**src/rtl/assert_macros.svh**
```systemverilog
// Assertion macros shared by the scheduler RTL.
`ifndef ASSERT_MACROS_SVH
`define ASSERT_MACROS_SVH
// Assert an implication on every clock edge outside reset.
`define ASSERT_IMPL(label, clk, rst, ante, cons, msg) \
  label: assert property (@(posedge clk) disable iff (rst) (ante) |-> (cons)) \
    else $error(msg);
// Assert an implication whose consequent is checked on the next clock edge.
`define ASSERT_NEXT(label, clk, rst, ante, cons, msg) \
  label: assert property (@(posedge clk) disable iff (rst) (ante) |=> (cons)) \
    else $error(msg);
// Assert a condition that holds on every clock edge outside reset.
`define ASSERT_ALWAYS(label, clk, rst, cond, msg) \
  label: assert property (@(posedge clk) disable iff (rst) (cond)) else $error(msg);
`endif

```
**src/rtl/cts_pkg.sv**
```systemverilog
// Package: payload types, register indexes and policy codes for the scheduler.
package cts_pkg;
  localparam logic [1:0] POL_FCFS = 2'd0;
  localparam logic [1:0] POL_SRT  = 2'd1;
  localparam logic [1:0] POL_PRIO = 2'd2;
  localparam logic [1:0] POL_RR   = 2'd3;

  localparam logic [1:0] REG_POLICY  = 2'd0;
  localparam logic [1:0] REG_PREEMPT = 2'd1;
  localparam logic [1:0] REG_SLICE   = 2'd2;

  localparam logic MODE_ADMIT = 1'b0;
  localparam logic MODE_TICK  = 1'b1;

  typedef struct packed {
    logic        mode;
    logic [3:0]  proc_id;
    logic [11:0] burst;
    logic [7:0]  priority_level;
  } in_item_t;

  typedef struct packed {
    logic        running_valid;
    logic [3:0]  running_id;
    logic        interval_valid;
    logic [3:0]  interval_id;
    logic [15:0] interval_start;
    logic [15:0] interval_end;
    logic        completed;
    logic        admit_rejected;
  } out_item_t;

  typedef struct packed {
    logic [3:0]  ident;
    logic [11:0] remaining;
    logic [7:0]  prio;
  } entry_t;
endpackage

```
**src/rtl/cpu_tick_scheduler_unit.sv**
```systemverilog
// Top level: tick-driven process scheduler with a sequenced ready table.
//
// Usage: items enter on in_valid/in_ready with an in_item_t payload. An admit
// (mode 0) appends a process to the ready table; a tick (mode 1) advances time,
// charges the running process, then completes, rotates or preempts it. Each
// item yields exactly one out_item_t beat on out_valid/out_ready.
// Configuration registers (policy, preempt enable, time slice) are written on
// cfg_valid/cfg_ready with cfg_index/cfg_data while the block is idle and no
// result waits; a pending write holds in_ready low.
// The path from the accepting edge to out_valid depends on the item: a plain
// or rejected admit or an empty tick goes straight to the result, a plain tick
// first charges the running entry, an admit that reselects or a preempt check
// scans the table, a rotation moves the entries behind the running one, and a
// completion moves them and may then rescan the table. Every table move and every scan
// step goes through the single RAM read port, one entry per cycle.
// One item at a time: in_ready returns the cycle after the result is loaded.
// The result waits in the output register, so a stalled receiver holds the
// block only when the next item finishes before the waiting beat is taken.
// Reset (synchronous, rst high) empties the table, clears time and restores
// the default registers; table contents need no clearing pass.
module cpu_tick_scheduler_unit #(
  parameter int MAX_PROCS = 16,
  parameter int TIME_BITS = 16
) (
  input  logic                  clk,
  input  logic                  rst,
  input  logic                  in_valid,
  output logic                  in_ready,
  input  cts_pkg::in_item_t     in_data,
  output logic                  out_valid,
  input  logic                  out_ready,
  output cts_pkg::out_item_t    out_data,
  input  logic                  cfg_valid,
  output logic                  cfg_ready,
  input  logic [1:0]            cfg_index,
  input  logic [7:0]            cfg_data
);
  `include "assert_macros.svh"

  localparam int AW = $clog2(MAX_PROCS);
  localparam int CW = $clog2(MAX_PROCS + 1);
  localparam int EW = $bits(cts_pkg::entry_t);

  typedef enum logic [3:0] {
    S_IDLE, S_TDEC, S_TACT, S_MVR, S_MVW, S_POST, S_MVT, S_SKEY, S_SCAN, S_SCANE,
    S_ID, S_DONE
  } state_t;

  state_t state;

  logic [1:0] policy;
  logic       preempt;
  logic [7:0] slice;

  logic [CW-1:0]        count;
  logic [TIME_BITS-1:0] time_now;
  logic [TIME_BITS-1:0] run_start;
  logic [7:0]           quantum;
  logic [AW-1:0]        run_pos;

  // ram port
  logic          we;
  logic [AW-1:0] waddr, raddr;
  cts_pkg::entry_t wdata, rdata;

  cts_ram #(.WIDTH(EW), .DEPTH(MAX_PROCS)) u_table (
    .clk(clk), .we(we), .waddr(waddr), .wdata(wdata), .raddr(raddr), .rdata(rdata)
  );

  // working registers
  cts_pkg::entry_t   cur;       // running entry copy
  logic [AW-1:0]     idx;       // sweep index
  logic [AW-1:0]     mv_last;   // last occupied position before a move
  logic              rotate;    // move puts cur at the end
  logic [AW-1:0]     best_pos;
  logic [11:0]       best_key;
  logic [AW-1:0]     rpos;      // position of the entry now on rdata
  logic              have;      // best_key loaded
  logic              scan_pre;  // scan is a preempt check
  logic              iv, done, rej;
  logic [3:0]        iid;
  logic [TIME_BITS-1:0] ist, iend;

  logic          scan_pol;
  logic [11:0]   rd_key;
  logic          better;
  logic [AW-1:0] scan_pick;
  logic          in_fire;
  logic          admit_ok;
  logic          out_load;

  assign scan_pol  = (policy == cts_pkg::POL_SRT) || (policy == cts_pkg::POL_PRIO);
  assign rd_key    = (policy == cts_pkg::POL_SRT) ? rdata.remaining : {4'd0, rdata.prio};
  assign better    = rd_key < best_key;
  assign scan_pick = better ? rpos : best_pos;

  assign in_ready  = (state == S_IDLE) && !cfg_valid;
  assign cfg_ready = (state == S_IDLE) && !out_valid;
  assign in_fire   = in_valid && in_ready;
  assign admit_ok  = (in_data.mode == cts_pkg::MODE_ADMIT) && (count < CW'(MAX_PROCS));
  assign out_load  = (state == S_DONE) && (!out_valid || out_ready);

  always_comb begin
    we    = 1'b0;
    waddr = run_pos;
    wdata = cur;
    raddr = run_pos;
    unique case (state)
      S_IDLE: begin
        we    = in_fire && admit_ok;
        waddr = AW'(count);
        wdata = '{ident: in_data.proc_id, remaining: in_data.burst,
                  prio: in_data.priority_level};
      end
      S_TACT: we = 1'b1;
      S_MVR:  raddr = AW'(idx + AW'(1));
      S_MVW: begin
        we    = 1'b1;
        waddr = idx;
        wdata = rdata;
        raddr = AW'(idx + AW'(2));
      end
      S_MVT: begin
        we    = 1'b1;
        waddr = mv_last;
      end
      S_SKEY: raddr = best_pos;
      S_SCAN: raddr = idx;
      default: ;
    endcase
  end

  always_ff @(posedge clk) begin
    if (rst) begin
      state     <= S_IDLE;
      policy    <= cts_pkg::POL_FCFS;
      preempt   <= 1'b0;
      slice     <= 8'd2;
      count     <= '0;
      time_now  <= '0;
      run_start <= '0;
      quantum   <= 8'd2;
      run_pos   <= '0;
      out_valid <= 1'b0;
    end else begin
      out_valid <= out_load || (out_valid && !out_ready);
      unique case (state)
        S_IDLE: begin
          if (cfg_valid && cfg_ready) begin
            unique case (cfg_index)
              cts_pkg::REG_POLICY:  policy  <= cfg_data[1:0];
              cts_pkg::REG_PREEMPT: preempt <= cfg_data[0];
              cts_pkg::REG_SLICE:   slice   <= cfg_data;
              default: ;
            endcase
          end
          if (in_fire) begin
            iv <= 1'b0; done <= 1'b0; iid <= '0; ist <= '0; iend <= '0;
            rej <= (in_data.mode == cts_pkg::MODE_ADMIT) && !admit_ok;
            if (in_data.mode == cts_pkg::MODE_TICK) begin
              time_now <= time_now + TIME_BITS'(1);
              state    <= (count == '0) ? S_ID : S_TDEC;
            end else if (!admit_ok) begin
              state <= S_ID;
            end else begin
              count <= count + CW'(1);
              if (count == '0) begin
                run_pos   <= '0;
                run_start <= time_now;
                quantum   <= slice;
                state     <= S_ID;
              end else if (run_start == time_now && scan_pol) begin
                // reselect among arrivals that share the current tick
                best_pos <= run_pos;
                scan_pre <= 1'b0;
                state    <= S_SKEY;
              end else begin
                state <= S_ID;
              end
            end
          end
        end
        S_TDEC: begin
          // rdata holds the running entry; charge it one tick
          cur <= '{ident: rdata.ident,
                   remaining: (rdata.remaining != '0) ? rdata.remaining - 12'd1 : 12'd0,
                   prio: rdata.prio};
          if (quantum != '0) quantum <= quantum - 8'd1;
          state <= S_TACT;
        end
        S_TACT: begin
          if (cur.remaining == '0 || (policy == cts_pkg::POL_RR && quantum == '0)) begin
            iv <= 1'b1; done <= (cur.remaining == '0); iid <= cur.ident;
            ist <= run_start; iend <= time_now;
            run_start <= time_now; quantum <= slice;
            rotate  <= (cur.remaining != '0);
            idx     <= run_pos;
            mv_last <= AW'(count - CW'(1));
            if (cur.remaining == '0) count <= count - CW'(1);
            state <= (run_pos == AW'(count - CW'(1))) ? S_POST : S_MVR;
          end else if (preempt && scan_pol) begin
            best_pos <= run_pos;
            scan_pre <= 1'b1;
            state    <= S_SKEY;
          end else begin
            state <= S_ID;
          end
        end
        S_MVR: state <= S_MVW;
        S_MVW: begin
          // rdata holds entry idx+1; it lands at idx
          if (AW'(idx + AW'(1)) == mv_last) begin
            state <= S_POST;
          end else begin
            idx <= AW'(idx + AW'(1));
          end
        end
        S_POST: begin
          if (rotate) begin
            state <= S_MVT;
          end else begin
            run_pos <= '0;
            if (count != '0 && scan_pol) begin
              best_pos <= '0;
              scan_pre <= 1'b0;
              state    <= S_SKEY;
            end else begin
              state <= S_ID;
            end
          end
        end
        S_MVT: begin
          run_pos <= '0;
          state   <= S_ID;
        end
        S_SKEY: begin
          idx   <= '0;
          have  <= 1'b0;
          state <= S_SCAN;
        end
        S_SCAN: begin
          // first cycle sees the initial candidate, later ones entry rpos
          if (!have) begin
            best_key <= rd_key;
          end else if (better) begin
            best_key <= rd_key;
            best_pos <= rpos;
          end
          rpos <= idx;
          have <= 1'b1;
          if (idx == AW'(count - CW'(1))) begin
            state <= S_SCANE;
          end else begin
            idx <= AW'(idx + AW'(1));
          end
        end
        S_SCANE: begin
          run_pos <= scan_pick;
          if (scan_pre && scan_pick != run_pos) begin
            iv <= 1'b1; iid <= cur.ident;
            ist <= run_start; iend <= time_now;
            run_start <= time_now; quantum <= slice;
          end
          state <= S_ID;
        end
        S_ID: state <= S_DONE;
        S_DONE: begin
          // rdata holds the entry at run_pos
          if (out_load) begin
            out_data <= '{running_valid: (count != '0),
                          running_id: (count != '0) ? rdata.ident : 4'd0,
                          interval_valid: iv, interval_id: iid,
                          interval_start: 16'(ist), interval_end: 16'(iend),
                          completed: done, admit_rejected: rej};
            state <= S_IDLE;
          end
        end
        default: state <= S_IDLE;
      endcase
    end
  end

  `ASSERT_ALWAYS(a_count, clk, rst, count <= CW'(MAX_PROCS), "table count overflow")
  `ASSERT_IMPL(a_run_pos, clk, rst, state == S_IDLE && count != '0, CW'(run_pos) < count, "running position outside the table")
  `ASSERT_NEXT(a_out_hold, clk, rst, out_valid && !out_ready, out_valid && $stable(out_data), "result beat changed while stalled")
  `ASSERT_IMPL(a_one_beat, clk, rst, in_valid && in_ready, !(cfg_valid && cfg_ready), "input and config beats together")
endmodule

```
**src/rtl/cts_ram.sv**
```systemverilog
// Generic single-port-write, single-port-read RAM with registered read.
module cts_ram #(
  parameter int WIDTH = 24,
  parameter int DEPTH = 16
) (
  input  logic                     clk,
  input  logic                     we,
  input  logic [$clog2(DEPTH)-1:0] waddr,
  input  logic [WIDTH-1:0]         wdata,
  input  logic [$clog2(DEPTH)-1:0] raddr,
  output logic [WIDTH-1:0]         rdata
);
  logic [WIDTH-1:0] mem [DEPTH];

  always_ff @(posedge clk) begin
    if (we) begin
      mem[waddr] <= wdata;
    end
    rdata <= mem[raddr];
  end
endmodule
```
**config.mk**
```make
export PLATFORM = sky130hd
export DESIGN_NAME = cpu_tick_scheduler_unit
export DESIGN_NICKNAME = d
export VERILOG_FILES = /design/src/rtl/cts_pkg.sv /design/src/rtl/cpu_tick_scheduler_unit.sv /design/src/rtl/cts_ram.sv
export VERILOG_INCLUDE_DIRS = /design/src /design/src/rtl
export SDC_FILE = /design/constraint.sdc
export NUM_CORES = 1
export LEC_CHECK = 0
export ABC_AREA = 1
export BUFFER_PORTS_ARGS = -buffer_cell sky130_fd_sc_hd__buf_2
export CAP_MARGIN = 30
export CORE_MARGIN = 4
export CORE_UTILIZATION = 25
export DETAILED_ROUTE_END_ITERATION = 10
export GPL_TIMING_DRIVEN = 0
export PLACE_DENSITY = 0.45
export SLEW_MARGIN = 20
export SYNTH_ARGS = -nofsm -noshare
export SYNTH_HDL_FRONTEND = slang
export SYNTH_SLANG_ARGS = --single-unit
```
**constraint.sdc**
```tcl
create_clock -name clk -period 6.1 [get_ports clk]
set_clock_uncertainty 0.05 [all_clocks]
set_input_delay 1.525 -clock clk [delete_from_list [all_inputs] [get_ports clk]]
set_output_delay 1.525 -clock clk [all_outputs]
set_load 0.005 [all_outputs]
```
==> results_dict.tcl <==
set metrics [dict create \
    async_flop_share_pct 0 \
    slew_viol_final 0 \
    cp.required_ns 6.36 \
    antenna_found_initial 2 \
    die_h_microns 331 \
    ant_nets 0 \
    hp-start "iend[4]" \
    whs_ns 0.356 \
    grt_overflow 0 \
    fin_crit_ns 4.45 \
    grt_usage_pct 14.2 \
    grt_pass1_vias 17700 \
    crit_top_cell "nand2_1" \
    multi_input_area_sq_um 6940 \
    cts_num_sinks 611 \
    final.fill_count 10800 \
    h-tree-depth 3 \
    min_path_type "flop to flop" \
    reg2reg_slack_ns 1.65 \
    drc 0 \
    crit_family "simple AND/OR/NAND/NOR gates" \
    relSlewSlack_pct 38.1 \
    final.setup.tns_ns 0 \
    crit_path_start "policy[0]" \
    end_kind "flop" \
    crit_type "flop to flop" \
    crit_fanout 20 \
    num_vias 18100 \
    dieArea_sq_um 110000 \
    n_antenna_cell 0 \
    power_density_nw_per_um2 462 \
    cts_buffers 68 \
    grt_max_degree 21 \
    port_buffers 85 \
    start_util_pct 25.2 \
    synth-main-ff-cell "edfxtp_1" \
    setup_viol 0 \
    vdd_drop_max_uv 224 \
    synth_fp_nets 2486 \
    routedWlPerCell_microns 19.7 \
    leakagePower_uw 0.0118 \
    fin_cells 4053 \
    fp-row-count 118 \
    synth_cells 2424 \
    holdBufCountCts 0 \
    clockBufferDepth 3 \
    critPathSlowestCell "nor2_4" \
    slowest_delay_ns 0.50 \
    synthDistinctLibCells 44 \
    vias_per_cell 4.47 \
    finalCritPeriodShare_pct 72.9 \
    cts_tree "yes" \
    max_freq_ghz 0.225 \
    netlist_area_sq_um 26100 \
    worstRegToRegCells 21 \
    path_clk_slew_ns 0.06 \
    worstMarginPinSlew_ns 0.928 \
    hold_violations 0 \
    worstReg2RegStart "policy[0]" \
    dp_cells 3931 \
    first_pass_iters 6 \
    drt_wl_total_microns 79800 \
    min_path_cells 0 \
    ioPinCount 87 \
    synth.avg_cell_area_sq_um 10.8 \
    final_nets 2684 \
    crit_arrival_ns 4.71 \
    grt_pass1_wl_microns 118000 \
    drive_above_1_share_pct 13.0 \
    grt_setup_unrepaired "no" \
    dieWidth_microns 331 \
    critical_path.n_buffers_inverters 4 \
    clock-root-buffer "clkbuf_16" \
    synth_edf_count 522 \
    core_area_sq_um 104000 \
    r2r-end "iv" \
    path_cells "ha_1, inv_2, clkbuf_1, o21ai_0, ha_1, nand2_1, inv_1, o21ai_1, a21oi_1, nor2_2, nand2_2, nand2_1, nand3_1, nand2_1, nor2_1, nand2_1, nand2_1, nand2_2, nand2_1, nor2_4, buf_16" \
    areaGrowthSynthToFinish_pct 19.6 \
    seqCellArea_sq_um 17500 \
    synth-seq-cells 611 \
    cts_resized 0 \
    holdPathEnd "out_data[6]" \
    drt_first_iter_violations 1510 \
    finalPower_uw 14400 \
    yosysWarnings 0 \
    seq_area_frac_synth_pct 66.8 \
    crit_path_start_kind "flop" \
    cap_violations 0 \
    clock_latency_ns 0.61 \
    post_cts_buffers 0 \
    place_hpwl_microns 57200 \
    outcome "completed" \
    place_congestion 0.808 \
]
## synth_stat cells, types with 16 or more instances
library cell	count	area share, %
edfxtp_1	522	60
nand2_1	388	5.6
inv_1	351	5.0
nand3_1	203	3.9
nor2_1	187	2.7
a21oi_1	143	2.7
o21ai_0	135	2.6
o211ai_1	109	3.1
dfxtp_1	89	6.8
buf_2	61	1.2
clkbuf_1	32	0.46
o21ai_1	26	0.50
ha_1	22	1.1
xor2_1	22	0.74
nor3_1	19	0.36
o22ai_1	16	0.38
## placed cells by master (no fill, tap or decap), types with 26 or more instances in the layout
cell       synthesis  layout
edfxtp_1         522     522
nand2_1          388     388
inv_1            351     351
nand3_1          203     203
nor2_1           187     169
buf_2             61     146
a21oi_1          143     143
o21ai_0          135     135
o211ai_1         109     109
dfxtp_1           89      89
clkbuf_16          0      69
clkbuf_1          32      50
o21ai_1           26      26
buf_4              3      26
## worst max-delay path by stage
stage	to	slack (ns)	cells after the start
after floorplan	out_data[0]	0.58	3
after global routing	iid[3]	1.19	21
after detailed placement	iend[11]	1.53	21
final	iv	1.65	21
after CTS	iend[11]	1.50	21
after global placement	out_data[41]	-1.43	3
## flip-flops by register name, indices dropped and copies added (netlist names), 2 cells and up
signal         count
count              5
cur               24
state              4
best_key          12
slice              8
ist               16
run_pos            4
best_pos           4
quantum            8
idx                4
time_now          16
iend              16
iid                4
u_table.mem      384
run_start         16
policy             2
mv_last            4
u_table.rdata     24
out_data          44
rpos               4
## cells by family after synthesis
logic type	Yosys count	synth area share, %
adder cells (fa/ha/maj)	22	1.05
AND/OR/NAND/NOR	844	13.9
XOR/XNOR	27	0.905
AO/OA/AOI/OAI	451	10.2
flip-flops	611	66.8
buffers and inverters	469	7.19
## per-layer routing
layer | vias up | part of all wire (%) | global-route usage [%]
li1 | 8756 | - | -
met1 | 8790 | 45 | 19.0
met2 | 450 | 49 | 24.3
met3 | 110 | 4.5 | 2.07
met4 | 0 | 2.0 | 3.57
met5 | - | 0 | 0
## worst reg2reg max path: stages, from the launching register on
cell      delay [ns]
dfxtp_1         0.41
ha_1            0.45
inv_2           0.07
clkbuf_1        0.21
o21ai_0         0.35
ha_1            0.31
nand2_1         0.06
inv_1           0.03
o21ai_1         0.11
a21oi_1         0.11
nor2_2          0.31
nand2_2         0.20
nand2_1         0.12
nand3_1         0.06
nand2_1         0.08
nor2_1          0.04
nand2_1         0.08
nand2_1         0.07
nand2_2         0.16
nand2_1         0.12
nor2_4          0.50
buf_16          0.24
## through the flow
step	utilization, %	setup WS, ns	area (sq um)
final	30.2	1.65	31300
after global routing	30.2	1.19	31300
after CTS	30.2	1.50	31300
after detailed placement	28.0	1.53	29100
after global placement	27.3	-1.43	28300
after floorplan	-	0.576	26100
## power breakdown
| part | switching (uW) | internal, uW | total [uW] |
|---|---|---|---|
| clock | 1720 | 2360 | 4080 |
| combinational | 3300 | 1250 | 4560 |
| sequential | 248 | 5550 | 5800 |
| total | 5270 | 9170 | 14400 |
## cell type report
cell class	count	area share [%]
multi-input cells	1344	22.2
inverters	364	4.37
plain buffers	105	1.64
well taps	1380	5.52
repair buffers	128	3.40
clock inverters	30	1.12
clock buffers	91	5.92
flip-flops and latches	611	55.8
Power figures use the tool's default switching activity.
